[src/hex_sample_page_decoder_assert.svh]
// assertion macros for the page decoder
`ifndef HEX_SAMPLE_PAGE_DECODER_ASSERT_SVH
`define HEX_SAMPLE_PAGE_DECODER_ASSERT_SVH
`ifndef SYNTH
`define HSPD_ASSERT_IMPL(label, clk, rst_n, ante, cons) \
    label: assert property (@(posedge clk) disable iff (!rst_n) (ante) |-> (cons)) \
        else $error("assertion failed");
`define HSPD_ASSERT_NEXT(label, clk, rst_n, ante, cons) \
    label: assert property (@(posedge clk) disable iff (!rst_n) (ante) |=> (cons)) \
        else $error("assertion failed");
`else
`define HSPD_ASSERT_IMPL(label, clk, rst_n, ante, cons)
`define HSPD_ASSERT_NEXT(label, clk, rst_n, ante, cons)
`endif
`endif

[src/hspd_pkg.sv]
`timescale 1ns / 1ps
package hspd_pkg;
    typedef enum logic [1:0] {
        ST_TAKE,
        ST_CALC,
        ST_DIV,
        ST_OUT
    } t_state;

    localparam logic [2:0] REG_GAIN_X      = 3'd0;
    localparam logic [2:0] REG_GAIN_Y      = 3'd1;
    localparam logic [2:0] REG_GAIN_Z      = 3'd2;
    localparam logic [2:0] REG_OFFSET_X    = 3'd3;
    localparam logic [2:0] REG_OFFSET_Y    = 3'd4;
    localparam logic [2:0] REG_OFFSET_Z    = 3'd5;
    localparam logic [2:0] REG_LIGHT_SCALE = 3'd6;

    localparam logic [1:0] CH_LIGHT = 2'd3;

    typedef struct packed {
        logic take;    // accept a character
        logic calc;    // value complete: set up scaling
        logic step;    // one divider step
        logic fin;     // form result
        logic done;    // result taken
    } t_cmd;

    typedef struct packed {
        logic complete;  // this character finishes a value
        logic div_busy;  // divider still iterating
    } t_status;

    function automatic logic [4:0] hex_digit(input logic [7:0] c);
        logic [4:0] r;
        r = 5'h10;
        if (c >= 8'h30 && c <= 8'h39) r = {1'b0, c[3:0]};
        else if ((c >= 8'h61 && c <= 8'h66) || (c >= 8'h41 && c <= 8'h46))
            r = {1'b0, c[3:0] + 4'd9};
        return r;
    endfunction
endpackage

[src/hspd_ctrl.sv]
`timescale 1ns / 1ps
module hspd_ctrl
    import hspd_pkg::*;
(
    input  logic    i_clk,
    input  logic    i_rst_n,
    input  logic    i_valid,
    input  logic    i_out_ready,
    input  t_status i_status,
    output logic    o_ready,
    output logic    o_out_valid,
    output t_cmd    o_cmd
);
    t_state r_state, n_state;

    always_ff @(posedge i_clk) begin
        if (!i_rst_n) r_state <= ST_TAKE;
        else r_state <= n_state;
    end

    always_comb begin
        n_state = r_state;
        case (r_state)
            ST_TAKE: if (i_valid && i_status.complete) n_state = ST_CALC;
            ST_CALC: n_state = ST_DIV;
            ST_DIV:  if (!i_status.div_busy) n_state = ST_OUT;
            ST_OUT:  if (i_out_ready) n_state = ST_TAKE;
            default: n_state = ST_TAKE;
        endcase
    end

    always_comb begin
        o_cmd = '0;
        o_ready = 1'b0;
        o_out_valid = 1'b0;
        case (r_state)
            ST_TAKE: begin
                o_ready = 1'b1;
                o_cmd.take = i_valid;
            end
            ST_CALC: o_cmd.calc = 1'b1;
            ST_DIV: begin
                o_cmd.step = i_status.div_busy;
                o_cmd.fin = !i_status.div_busy;
            end
            ST_OUT: begin
                o_out_valid = 1'b1;
                o_cmd.done = i_out_ready;
            end
            default: ;
        endcase
    end
endmodule

[src/hspd_datapath.sv]
`timescale 1ns / 1ps
module hspd_datapath
    import hspd_pkg::*;
#(
    parameter int SAMPLES_PER_PAGE = 300,
    parameter int FRAC_BITS = 16
) (
    input  logic               i_clk,
    input  logic               i_rst_n,
    input  t_cmd               i_cmd,
    input  logic [7:0]         i_text_char,
    input  logic               i_cfg_valid,
    input  logic [2:0]         i_cfg_index,
    input  logic [31:0]        i_cfg_data,
    output t_status            o_status,
    output logic [1:0]         o_channel,
    output logic signed [12:0] o_raw_value,
    output logic signed [42:0] o_scaled_value,
    output logic [8:0]         o_sample_index,
    output logic               o_last_of_sample,
    output logic               o_last_of_page,
    output logic               o_bad_digit,
    output logic               o_zero_gain
);
    // dividend magnitude below 2^22, shifted by FRAC_BITS
    localparam int NW = 22 + FRAC_BITS;
    localparam int CW = $clog2(NW + 1);
    localparam int QW = (NW > 43) ? NW : 43;
    // light product rescaled from Q16.16 to FRAC_BITS fraction bits
    localparam int LSH_UP = (FRAC_BITS >= 16) ? FRAC_BITS - 16 : 0;
    localparam int LSH_DN = (FRAC_BITS < 16) ? 16 - FRAC_BITS : 0;
    localparam int LW = 43 + LSH_UP;
    localparam logic [42:0] SMAX = {1'b0, {42{1'b1}}};

    logic [15:0] r_gain [3];
    logic [20:0] r_off [3];
    logic [31:0] r_light;
    logic [1:0]  r_digits;
    logic [11:0] r_accum;
    logic        r_stop;
    logic [1:0]  r_chan;
    logic [8:0]  r_sample;

    logic [11:0] r_val;
    logic        r_bad;
    logic        r_neg;
    logic        r_zg;
    logic [NW-1:0] r_quo;
    logic [15:0]   r_rem;
    logic [15:0]   r_div;
    logic [CW-1:0] r_cnt;
    logic [41:0]   r_lprod;
    logic signed [42:0] r_scaled;

    logic [4:0]  w_d;
    logic [11:0] w_acc;
    logic        w_stop;
    logic signed [21:0] w_num;
    logic [21:0] w_mag;
    logic [16:0] w_trial;
    logic [16:0] w_sub;
    logic [QW-1:0] w_q;
    logic [LW-1:0] w_light;

    assign w_d = hex_digit(i_text_char);
    assign w_stop = r_stop || w_d[4];
    assign w_acc = w_stop ? r_accum : {r_accum[7:0], w_d[3:0]};
    assign o_status.complete = (r_digits == 2'd2);
    assign o_status.div_busy = (r_cnt != '0);

    always_ff @(posedge i_clk) begin
        if (!i_rst_n) begin
            r_gain[0] <= 16'd1; r_gain[1] <= 16'd1; r_gain[2] <= 16'd1;
            r_off[0] <= '0; r_off[1] <= '0; r_off[2] <= '0;
            r_light <= 32'd65536;
        end else if (i_cfg_valid) begin
            case (i_cfg_index)
                REG_GAIN_X:      r_gain[0] <= i_cfg_data[15:0];
                REG_GAIN_Y:      r_gain[1] <= i_cfg_data[15:0];
                REG_GAIN_Z:      r_gain[2] <= i_cfg_data[15:0];
                REG_OFFSET_X:    r_off[0] <= i_cfg_data[20:0];
                REG_OFFSET_Y:    r_off[1] <= i_cfg_data[20:0];
                REG_OFFSET_Z:    r_off[2] <= i_cfg_data[20:0];
                REG_LIGHT_SCALE: r_light <= i_cfg_data;
                default: ;
            endcase
        end
    end

    always_ff @(posedge i_clk) begin
        if (!i_rst_n) begin
            r_digits <= '0; r_accum <= '0; r_stop <= 1'b0;
            r_chan <= '0; r_sample <= '0;
        end else if (i_cmd.take) begin
            if (r_digits == 2'd2) begin
                r_digits <= '0; r_accum <= '0; r_stop <= 1'b0;
                if (r_chan == CH_LIGHT) begin
                    r_chan <= '0;
                    if (r_sample >= 9'(SAMPLES_PER_PAGE - 1)) r_sample <= '0;
                    else r_sample <= r_sample + 9'd1;
                end else begin
                    r_chan <= r_chan + 2'd1;
                end
            end else begin
                r_digits <= r_digits + 2'd1;
                r_accum <= w_acc;
                r_stop <= w_stop;
            end
        end
    end

    // output-side fields latched when the value completes
    always_ff @(posedge i_clk) begin
        if (i_cmd.take && r_digits == 2'd2) begin
            r_val <= w_acc;
            r_bad <= w_stop;
            o_channel <= r_chan;
            o_sample_index <= r_sample;
            o_last_of_sample <= (r_chan == CH_LIGHT);
            o_last_of_page <= (r_chan == CH_LIGHT) &&
                              (r_sample == 9'(SAMPLES_PER_PAGE - 1));
        end
    end

    assign w_num = 22'(signed'(r_val) * 22'sd100) - 22'(signed'(r_off[o_channel]));
    assign w_mag = w_num[21] ? 22'(-w_num) : 22'(w_num);
    assign w_trial = {r_rem, r_quo[NW-1]};
    assign w_sub = w_trial - {1'b0, r_div};
    assign w_q = QW'(r_quo);
    assign w_light = (LW'(r_lprod) << LSH_UP) >> LSH_DN;

    // restoring divider, one quotient bit per step
    always_ff @(posedge i_clk) begin
        if (!i_rst_n) begin
            r_cnt <= '0;
        end else if (i_cmd.calc) begin
            r_neg <= w_num[21];
            r_quo <= NW'({w_mag, {FRAC_BITS{1'b0}}});
            r_rem <= '0;
            r_div <= r_gain[o_channel];
            r_zg <= (o_channel != CH_LIGHT) && (r_gain[o_channel] == '0);
            r_lprod <= 42'(r_val[11:2]) * 42'(r_light);
            r_cnt <= (o_channel != CH_LIGHT && r_gain[o_channel] != '0) ?
                     CW'(NW) : '0;
        end else if (i_cmd.step) begin
            r_cnt <= r_cnt - CW'(1);
            if (!w_sub[16]) begin
                r_rem <= w_sub[15:0];
                r_quo <= {r_quo[NW-2:0], 1'b1};
            end else begin
                r_rem <= w_trial[15:0];
                r_quo <= {r_quo[NW-2:0], 1'b0};
            end
        end
    end

    always_ff @(posedge i_clk) begin
        if (i_cmd.fin) begin
            if (o_channel == CH_LIGHT) begin
                if (w_light > LW'(SMAX)) r_scaled <= signed'(SMAX);
                else r_scaled <= signed'(w_light[42:0]);
            end else if (r_zg) begin
                r_scaled <= '0;
            end else if (w_q > QW'(SMAX)) begin
                r_scaled <= r_neg ? signed'(~SMAX) : signed'(SMAX);
            end else begin
                r_scaled <= r_neg ? signed'(-w_q[42:0]) : signed'(w_q[42:0]);
            end
        end
    end

    assign o_raw_value = (o_channel == CH_LIGHT) ? signed'({1'b0, r_val})
                                                 : signed'({r_val[11], r_val});
    assign o_scaled_value = r_scaled;
    assign o_bad_digit = r_bad;
    assign o_zero_gain = r_zg;
endmodule

[src/hex_sample_page_decoder.sv]
`timescale 1ns / 1ps
// Decodes a sensor page string one character per beat: every three hex
// characters give one value, cycling x, y, z acceleration and light. A
// character that completes no value is only accumulated. A completing
// character goes through a setup state and then, for acceleration, the
// bit-serial restoring divider (light and zero gain skip it), a step
// that forms the result, and then the result waits in the output
// register until taken. Configuration may be written any time the block
// is idle; writes to indexes beyond the register list are ignored.
module hex_sample_page_decoder
    import hspd_pkg::*;
#(
    parameter int SAMPLES_PER_PAGE = 300,
    parameter int FRAC_BITS = 16
) (
    input  logic               i_clk,
    input  logic               i_rst_n,
    input  logic               i_valid,
    output logic               o_ready,
    input  logic [7:0]         i_text_char,
    output logic               o_valid,
    input  logic               i_ready,
    output logic [1:0]         o_channel,
    output logic signed [12:0] o_raw_value,
    output logic signed [42:0] o_scaled_value,
    output logic [8:0]         o_sample_index,
    output logic               o_last_of_sample,
    output logic               o_last_of_page,
    output logic               o_bad_digit,
    output logic               o_zero_gain,
    input  logic               i_cfg_valid,
    output logic               o_cfg_ready,
    input  logic [2:0]         i_cfg_index,
    input  logic [31:0]        i_cfg_data
);
`include "hex_sample_page_decoder_assert.svh"
    t_cmd    w_cmd;
    t_status w_status;

    assign o_cfg_ready = 1'b1;

    hspd_ctrl u_ctrl (
        .i_clk, .i_rst_n, .i_valid, .i_out_ready(i_ready), .i_status(w_status),
        .o_ready, .o_out_valid(o_valid), .o_cmd(w_cmd)
    );

    hspd_datapath #(.SAMPLES_PER_PAGE(SAMPLES_PER_PAGE), .FRAC_BITS(FRAC_BITS)) u_dp (
        .i_clk, .i_rst_n, .i_cmd(w_cmd), .i_text_char, .i_cfg_valid,
        .i_cfg_index, .i_cfg_data, .o_status(w_status), .o_channel, .o_raw_value,
        .o_scaled_value, .o_sample_index, .o_last_of_sample, .o_last_of_page,
        .o_bad_digit, .o_zero_gain
    );

    `HSPD_ASSERT_IMPL(a_no_take_while_out, i_clk, i_rst_n, o_valid, !o_ready)
    `HSPD_ASSERT_IMPL(a_page_end_is_light, i_clk, i_rst_n, o_valid && o_last_of_page, o_last_of_sample)
    `HSPD_ASSERT_IMPL(a_light_no_zg, i_clk, i_rst_n, o_valid && o_last_of_sample, !o_zero_gain)
    `HSPD_ASSERT_NEXT(a_out_after_take, i_clk, i_rst_n, o_valid && i_ready, o_ready && !o_valid)
endmodule
[config.mk]
export PLATFORM = sky130hd
export DESIGN_NAME = hex_sample_page_decoder
export DESIGN_NICKNAME = d
export VERILOG_FILES = /design/src/hspd_pkg.sv /design/src/hspd_ctrl.sv /design/src/hspd_datapath.sv /design/src/hex_sample_page_decoder.sv
export VERILOG_INCLUDE_DIRS = /design/src /design/src/src
export SDC_FILE = /design/constraint.sdc
export NUM_CORES = 1
export LEC_CHECK = 0
export BUFFER_PORTS_ARGS = -buffer_cell sky130_fd_sc_hd__buf_2
export CAP_MARGIN = 20
export CORE_MARGIN = 3
export CORE_UTILIZATION = 55
export CTS_CLUSTER_SIZE = 14
export DETAILED_ROUTE_END_ITERATION = 10
export PLACE_DENSITY = 0.72
export SLEW_MARGIN = 20
export SYNTH_ARGS = -nofsm -noshare
export SYNTH_HDL_FRONTEND = slang
export SYNTH_SLANG_ARGS = --single-unit
[constraint.sdc]
create_clock -name i_clk -period 12.6 [get_ports i_clk]
set_input_delay 2.52 -clock i_clk [delete_from_list [all_inputs] [get_ports i_clk]]
set_output_delay 2.52 -clock i_clk [all_outputs]
set_load 0.005 [all_outputs]
* Yosys cells after proc, flatten, opt, wreduce, memory -nomap -nowiden
Memories as Yosys holds them, arrays and structs flattened. A register that Yosys moved wholly into a read port is not among the register bits.
Cells that the tools add are included.
** Cells by class
- $add $sub $neg :: 9
- Multiply operators :: 2
- Div/mod/pow operators :: 0
- $lt $le $gt $ge :: 9
- Eq/ne operators :: 17
- Shift-type cells :: 0
- Mux-type cells :: 66
- Bitwise logic cells :: 6
- Reduce and logical (&&, ||, !) cells :: 23
** Operators by type and width (number)
- 43-bit two-way mux :: 5
- 16-bit two-way mux :: 5
- 38-bit two-way mux :: 2
- 21-bit two-way mux :: 3
- 38-bit negation with 43-bit output :: 1
- 38-bit by 42-bit greater-than comparator with 1-bit output, second input constant :: 1
- 42-bit greater-than comparator, second input constant :: 1
- 10-bit by 32-bit multiplier with 42-bit output :: 1
- 42-bit two-way mux :: 1
- 1-bit two-way mux :: 31
- 12-bit two-way mux :: 2
- 22-bit two-way mux :: 1
- 22-bit negation :: 1
- 20-bit by 21-bit subtractor with 22-bit output :: 1
- 12-bit by 6-bit multiplier with 18-bit output, second input constant :: 1
- 6-bit two-way mux :: 3
- 17-bit by 16-bit subtractor with 17-bit output :: 1
- 8-bit by 7-bit >= comparator with 1-bit output, second input constant :: 2
- 8-bit by 7-bit <= comparator with 1-bit output, second input constant :: 2
- 16-bit logical NOT :: 1
- 2-bit two-way mux :: 8
- 16-bit nonzero test :: 1
- 13-bit two-way mux :: 1
- 2-bit equality test, second input constant :: 5
- other kinds (27) :: 51
** Word-level totals
- Flip-flop bits (word level) :: 249
- Latch bits :: 0
- Memory bits (writable) :: 111
- ROM bits :: 0
- Bits of input ports :: 48
- Output and inout bits :: 74
- Logic and storage cells :: 156
- Memories kept :: 2
** Memories
- u_dp.r_off :: depth 3, bits a word 21, read ports 1, clocked after Yosys merged registers in 1, write ports 3, RTL line hspd_datapath.sv:36 : logic [20:0] r_off [3];
- u_dp.r_gain :: depth 3, bits a word 16, read ports 1, clocked after Yosys merged registers in 1, write ports 3, RTL line hspd_datapath.sv:35 : logic [15:0] r_gain [3];

* Logic depth before layout (Yosys ltp)
Gate-level depths: netlist (run 1).
- Depth after elaboration :: 8
- Depth in mapped cells :: 26
- Gate-level depth less buffers :: 25

* By module
From an unflattened synthesis (run 1), not the netlist that was laid out.
** Unflattened totals
- Cell total of the unflattened synthesis :: 2803
- Area, all modules :: 28234.6 µm²
** By module, submodules not included
- hspd_datapath :: instances 1, cells an instance 2779, area an instance 28014.4 µm², seq. area each 10149.7 µm²
- hspd_ctrl :: instances 1, cells an instance 22, area an instance 209.0 µm², seq. area each 40.0 µm²
- hex_sample_page_decoder :: instances 1, cells an instance 2, area an instance 11.3 µm², seq. area each 0.0 µm²

* Worst setup path after synthesis (run 1)
OpenSTA, ideal clock, no wires.
- Kind :: register -> register
- Start point :: register u_dp.r_val[11]
- End point :: register u_dp.r_lprod[41], data pin
- Library setup time :: 0.260 ns
- Arrival :: 6.027 ns
- Data required time :: 12.340 ns
- Setup slack :: 6.313 ns
- Stages on the path, launching flop included :: 25
- Path buffers :: 2
- Clock period less this slack :: 6.287 ns
- Cells stage by stage :: edfxtp_1 -> clkbuf_1 -> clkbuf_1 -> nand2_1 -> fa_1 -> inv_1 -> fa_1 -> inv_1 -> fa_1 -> inv_1 -> fa_1 -> inv_1 -> fa_1 -> inv_1 -> ha_1 -> nand2_1 -> o41ai_1 -> a21oi_1 -> o21ai_0 -> a31oi_1 -> o211ai_1 -> a221o_1 -> a211o_1 -> a21oi_1 -> xnor2_1
** On the way
- Longest elaborated chain between the ends :: 1
** RTL lines
- start, declared :: RTL line hspd_datapath.sv:44 : logic [11:0] r_val;
- start signal, assigned :: RTL line hspd_datapath.sv:115 : r_val <= w_acc;
- 10-bit by 32-bit multiplier with 42-bit output :: RTL line hspd_datapath.sv:142 : r_lprod <= 42'(r_val[11:2]) * 42'(r_light);
- end signal, assigned :: RTL line hspd_datapath.sv:142
- end, declared :: RTL line hspd_datapath.sv:52 : logic [41:0] r_lprod;
No other way between the ends.
A chain may end at the register's enable or synchronous reset.

* Worst setup path after layout (run 1)
- Start point :: register u_dp.r_val[2]
- End point :: register u_dp.r_quo[35], data pin
** On the way
- Longest elaborated chain between the ends :: 5
** RTL lines
- 12-bit by 6-bit multiplier with 18-bit output (*) :: RTL line hspd_datapath.sv:125 : assign w_num = 22'(signed'(r_val) * 22'sd100) - 22'(signed'(r_off[o_channel]));
- 20-bit by 21-bit subtractor with 22-bit output (*) :: RTL line hspd_datapath.sv:125
- 22-bit negation :: RTL line hspd_datapath.sv:126 : assign w_mag = w_num[21] ? 22'(-w_num) : 22'(w_num);
- 22-bit two-way mux (*) :: RTL line hspd_datapath.sv:126
- 38-bit two-way mux (*) :: RTL line hspd_datapath.sv:136 : end else if (i_cmd.calc) begin
- end signal, assigned :: RTL line hspd_datapath.sv:138 : r_quo <= NW'({w_mag, {FRAC_BITS{1'b0}}});
- end signal, assigned :: RTL line hspd_datapath.sv:149 : r_quo <= {r_quo[NW-2:0], 1'b1};
- end signal, assigned :: RTL line hspd_datapath.sv:152 : r_quo <= {r_quo[NW-2:0], 1'b0};
- end, declared :: RTL line hspd_datapath.sv:48 : logic [NW-1:0] r_quo;
Mark *: on every way between the ends. The rest lies on a longest branch, timed or not.

==> impl_metrics.toml, run 1 <==
[outcome]
status = "complete, no violations"

[detailed_routing]
drt-total-wl_um = 66600
met2_wirelength_um = 31670
drc_errors = 0
vias = 19730
via_per_inst = 5.638
first_pass_iters = 5
dr.max_layer_used = "met4"
avgRoutedWirePerCell_um = 19.04
ant_nets = 0
wl_met1_um = 27950
drt_iter0_markers = 1415
wl_met3_um = 5080

[synthesis]
synth_nets = 3199
synth_cell_types = 71
async_flop_share_pct = 0
seq_area_frac_synth_pct = 36.58
synth_top_area_cell = "edfxtp_1"
syn_inst = 2739
synth.most_common_cell = "nand2_1"
synth_top_area_share_pct = 31.69
syn_area_per_cell_um2 = 10.17
synthFlopType = "edfxtp_1"
syn_area_mm2 = 0.02786
synth_commonest_cells = "nand2_1 (356), inv_1 (325), edfxtp_1 (294)"
synth-edff-count = 294
ys_ff_latch = 362
ys_top_cells_by_area = "edfxtp_1 (32%), fa_1 (18%), ha_1 (7.3%)"
ys_warn_count = 0

[power]
powerDensity_mw_per_mm2 = 116.7
vdd_drop_max_mv = 0.1028
leakage_nw = 13.20

[die]
ios = 122
die_h_um = 231.0
rows = 81
initial_core_util_pct = 56.32
dieWidth_um = 231.0
core-area_mm2 = 0.04946
die-area_mm2 = 0.05338

[global_routing]
overflow = 0
grt_util_all_layers_pct = 25.67
grt_antenna_before_repair = 3
grt_pass1_wl_um = 108900
grt_pass1_vias = 20410
grt_max_degree = 77

[worst_setup_path]
crit_family = "compound AO/OA/AOI/OAI gates"
max_stage_delay_ns = 0.64
worstSetupEndpointType = "flop"
r2r_setup_slack_ns = 5.76
cpMostUsedCell = "ha_1"
startpoint_type = "flop"
arrival_ns = 7.17
worst-setup-path-type = "flop to flop"
required_ns = 12.93
critical_path.max_fanout = 36
cp_slowest_cell = "clkinv_1"
critPathBufInv = 3

[cts]
cts_root_buf = "clkbuf_16"
cts_buffers = 41
clock_tree.htree_level_count = 2
cts_hold_buf = 0
clk_pin_slew_worst_paths_ns = 0.06
cts_resized = 0
clock_path_buffers = 3
cts.sinks = 362
cts_setup_buffers = 0
cts_tree = "yes"
clk_latency_ns = 0.58

[cells_and_area]
area_growth_pct = 9.190
fin_util_pct = 61.50
num-nets-final = 3263
drive_gt1_share_pct = 9.206
antennaDiodeCount = 0

[timing]
slew_viol_final = 0
skew_ns = 0.02446
clock.fmax_mhz = 146.2
period_share_pct = 54.28
post-route-min-period_ns = 6.840
setup_violations = 0
finalHoldViolations = 0
rsz0062_at_grt = "false"
tns_ns = 0
worst_pin_slew_ns = 0.9612
maxSlewHeadroom_pct = 35.92

[worst_hold_path]
hp-class = "flop to flop"

[job]
maxCapViolCount = 0

[placement]
gp_congestion = 0.9088
dp_hpwl_um = 48740
io_buffers = 120
## sequential cells by signal, indices dropped and copies added (netlist names), 16 cells and up, named ones only
name,count
u_dp.r_off,63
u_dp.r_light,32
u_dp.r_quo,38
u_dp.r_lprod,42
u_dp.r_gain,48
u_dp.o_scaled_value,43
u_dp.r_rem,16
u_dp.r_div,16
## path summary, 6_finish.rpt
check | from | endpoint | depth (start not counted)
setup / recovery | u_dp.r_val[2] | u_dp.r_quo[35] | 25
hold / removal | u_dp.r_chan[1] | u_dp.o_channel[1] | 0
setup reg to reg | u_dp.r_val[2] | u_dp.r_quo[35] | 25
hold reg to reg | u_dp.r_chan[1] | u_dp.o_channel[1] | 0
## through the flow
| step | hold WS (ns) | cell area (um^2) | setup slack [ns] | cells | total power [mW] |
|---|---|---|---|---|---|
| 6_report | 0.5081 | 30420 | 5.760 | 3499 | 3.551 |
| 5_1_grt | 0.5226 | 30420 | 5.227 | 3499 | 3.733 |
| 4_1_cts | 0.5040 | 30400 | 5.802 | 3498 | 3.570 |
| 3_5_place_dp | 0.4866 | 29070 | 5.865 | 3423 | 2.382 |
| 3_3_place_gp | 0.4699 | 29070 | 5.917 | 3423 | 2.357 |
| 2_1_floorplan | 0.4423 | 27860 | 6.313 | 2739 | 2.146 |
## kinds of logic (layout without fill, tap and decap cells)
kind of cell	Yosys count	after routing	synth area share, %
simple gates	876	876	15.32
buf+inv	452	548	6.104
fa+ha+maj	412	412	25.22
compound gates	408	408	9.154
flops	362	362	36.58
xor+xnor	150	150	4.716
mux	78	78	2.893
other cells	1	1	0.01346
## area by class of cell
cell class                 count  area [um^2]
timing repair buffer         147        807.0
tap                          664        830.8
sequential                   362        10190
fill                        4107        19040
clock inverter                21        245.2
multi-input combinational   1925        16030
clock buffer                  54         1085
inverter                     326         1224
## layout by cell type, fill, tap and decap left out, drive strengths merged, types with 20 or more instances in the layout
cell    instances
a21boi         40
a21o           28
a21oi         107
and2          197
buf           147
clkbuf         54
dfxtp          68
edfxtp        294
fa            249
ha            163
inv           326
mux2           20
mux2i          58
nand2         357
nand3          35
nor2          130
nor2b          48
o21ai         125
o31ai          23
or3            22
xnor2          82
xor2           68
## layer usage
| metal | vias to the layer above | track usage [%] |
|---|---|---|
| met5 | - | 0 |
| li1 | 9190 | - |
| met3 | 126 | 4.941 |
| met1 | 9772 | 34.64 |
| met2 | 638 | 42.75 |
| met4 | 0 | 7.128 |
## power by group
group / internal, mW / switching, mW
sequential: 1.41 / 0.0479
combinational: 0.350 / 0.563
clock: 0.678 / 0.504
No activity file was read; power rests on OpenSTA's default activity.
==> run 2, diff against run 1 <==
PLACE_DENSITY = 0.75   (was 0.72)
clock period = 6.2 ns   (was 12.6 ns; I/O delays follow)
==> run 2 against run 1 <==
First-iteration DRC count up 19%; utilization up 3.1 points; clock-buffer cell count shrank 2; total power up 110%; via count grew 3.5%; design area grew 5.0%; sequential share of layout area is 1.6 points lower; final cell count increased by 3.5%; critical path type unchanged; largest cell class unchanged; highest routed layer unchanged.
==> impl_metrics.toml, run 2 (same netlist as run 1, synthesis figures left out) <==
[die]
die-area_mm2 = 0.05338
ios = 122
dieWidth_um = 231.0
rows = 81
die_h_um = 231.0
core-area_mm2 = 0.04946
initial_core_util_pct = 56.32

[job]
maxCapViolCount = 0

[cells_and_area]
layout_common_cells = "nand2_1 (352), inv_1 (314), edfxtp_1 (294), fa_1 (245), and2_1 (192)"
final_common_cell = "nand2_1"
regMostFlops = "u_dp.r_off"
stdcell_count = 3620
drive_gt1_share_pct = 15.37
num-nets-final = 3380
area_growth_pct = 14.61
fin_util_pct = 64.55
fill_cells = 3898
largest_register_ffs = 63

[placement]
placed_cells = 3501
io_buffers = 120
dp_hpwl_um = 51870
gp_congestion = 0.9461

[worst_setup_path]
crit_family = "compound AO/OA/AOI/OAI gates"
crit_path_cell_trace = "ha_1 -> fa_1 -> ha_1 -> ha_1 -> nor2b_1 -> o21ai_1 -> a21boi_2 -> o21ai_1 -> a21boi_1 -> o21ai_0 -> nand2b_1 -> buf_4 -> a21o_1 -> a21o_1 -> xor2_1 -> ha_2 -> buf_12 -> o41ai_4 -> xnor2_1 -> or4_1 -> o21ai_1 -> xnor2_2 -> mux2_2"
startpoint_type = "flop"
required_ns = 6.52
critPathBufInv = 2
worstSetupEndpointType = "flop"
arrival_ns = 6.44
max_stage_delay_ns = 0.58
worst-setup-path-type = "flop to flop"
critical_path.max_fanout = 5
cp_slowest_cell = "or4_1"

[timing]
skew_ns = 0.01690
worst_pin_slew_ns = 1.084
post-route-min-period_ns = 6.124
maxSlewHeadroom_pct = 27.54
setup_violations = 0
finalHoldViolations = 0
slew_viol_final = 0
clock.fmax_mhz = 163.3
hold-worst-slack_ns = 0.5011
rsz0062_at_grt = "true"
period_share_pct = 98.78

[global_routing]
grt_pass1_vias = 20880
grt_pass1_wl_um = 112000
overflow = 0
grt_max_degree = 75
grt_antenna_before_repair = 4
grt_util_all_layers_pct = 26.46

[power]
powerDensity_mw_per_mm2 = 239.1
leakage_nw = 13.93
vdd_drop_max_mv = 0.2094

[detailed_routing]
drt_iter0_markers = 1685
avgRoutedWirePerCell_um = 19.45
first_pass_iters = 5
ant_nets = 0
drt-total-wl_um = 70420
drc_errors = 0
vias = 20410
via_per_inst = 5.638

[cts]
cts.sinks = 362
cts_root_buf = "clkbuf_16"
cts_tree = "yes"
cts_hold_buf = 0
clk_pin_slew_worst_paths_ns = 0.07
clk_latency_ns = 0.58
clock_path_buffers = 3
cts_buffers = 42
clock_tree.htree_level_count = 2

[outcome]
status = "complete, no violations"

[worst_hold_path]
hp-class = "flop to flop"
## run 2: power by group
group          switching (mW)  internal (mW)
clock                    1.05           1.51
combinational            1.27          0.845
sequential              0.102           2.86
## run 2: cell type report
| class | count | area [um^2] | area share, % |
|---|---|---|---|
| clock buffer | 52 | 1119 | 3.504 |
| sequential | 362 | 10200 | 31.95 |
| antenna | 2 | 5.005 | 0.01568 |
| tap | 664 | 830.8 | 2.602 |
| inverter | 326 | 1224 | 3.833 |
| multi-input combinational | 1925 | 16400 | 51.37 |
| timing repair buffer | 263 | 1829 | 5.730 |
| clock inverter | 26 | 320.3 | 1.003 |
## run 2: tightest hold or removal path, cell delays in order, from the launching register on
cell and delay [ns]:
dfxtp_1 0.33, nand2_1 0.06, a21boi_0 0.07
## run 2: per-layer routing
| metal | track usage (%) | vias up | part of all wire [%] |
|---|---|---|---|
| met1 | 36.77 | 10080 | 43 |
| met2 | 42.92 | 742 | 47 |
| met3 | 3.700 | 146 | 6.9 |
| met4 | 9.394 | 0 | 3.7 |
| met5 | 0 | - | 0 |
| li1 | - | 9440 | - |
## run 2: what timing repair did
item | in CTS | in global routing
setup buffers | 14 | 23
setup endpoints to repair | 11 | 31
cloned | 0 | 3
gates resized for setup | 11 | 96
hold endpoints to repair | 0 | 0
pin swaps | 9 | 65
## run 2: metrics by stage
step | worst slack (ns) | power [mW] | setup TNS (ns) | area (um^2)
after floorplan | -0.0005089 | 4.361 | -0.0005089 | 27860
after global placement | -0.1129 | 4.919 | -0.3668 | 29690
after detailed placement | -0.2380 | 4.981 | -1.573 | 29690
after CTS | 0.001273 | 7.554 | 0 | 31260
after global routing | -0.1210 | 8.015 | -0.4465 | 31920
final | 0.07591 | 7.633 | 0 | 31920
## run 2: path summary, 6_finish.rpt
check	start	endpoint	slack, ns	depth (start not counted)
setup / recovery	u_dp.r_val[4]	u_dp.r_quo[35]	0.08	23
hold / removal	u_dp.r_light[22]	u_dp.r_light[22]	0.50	2
setup reg to reg	u_dp.r_val[4]	u_dp.r_quo[35]	0.08	23
hold reg to reg	u_dp.r_light[22]	u_dp.r_light[22]	0.50	2
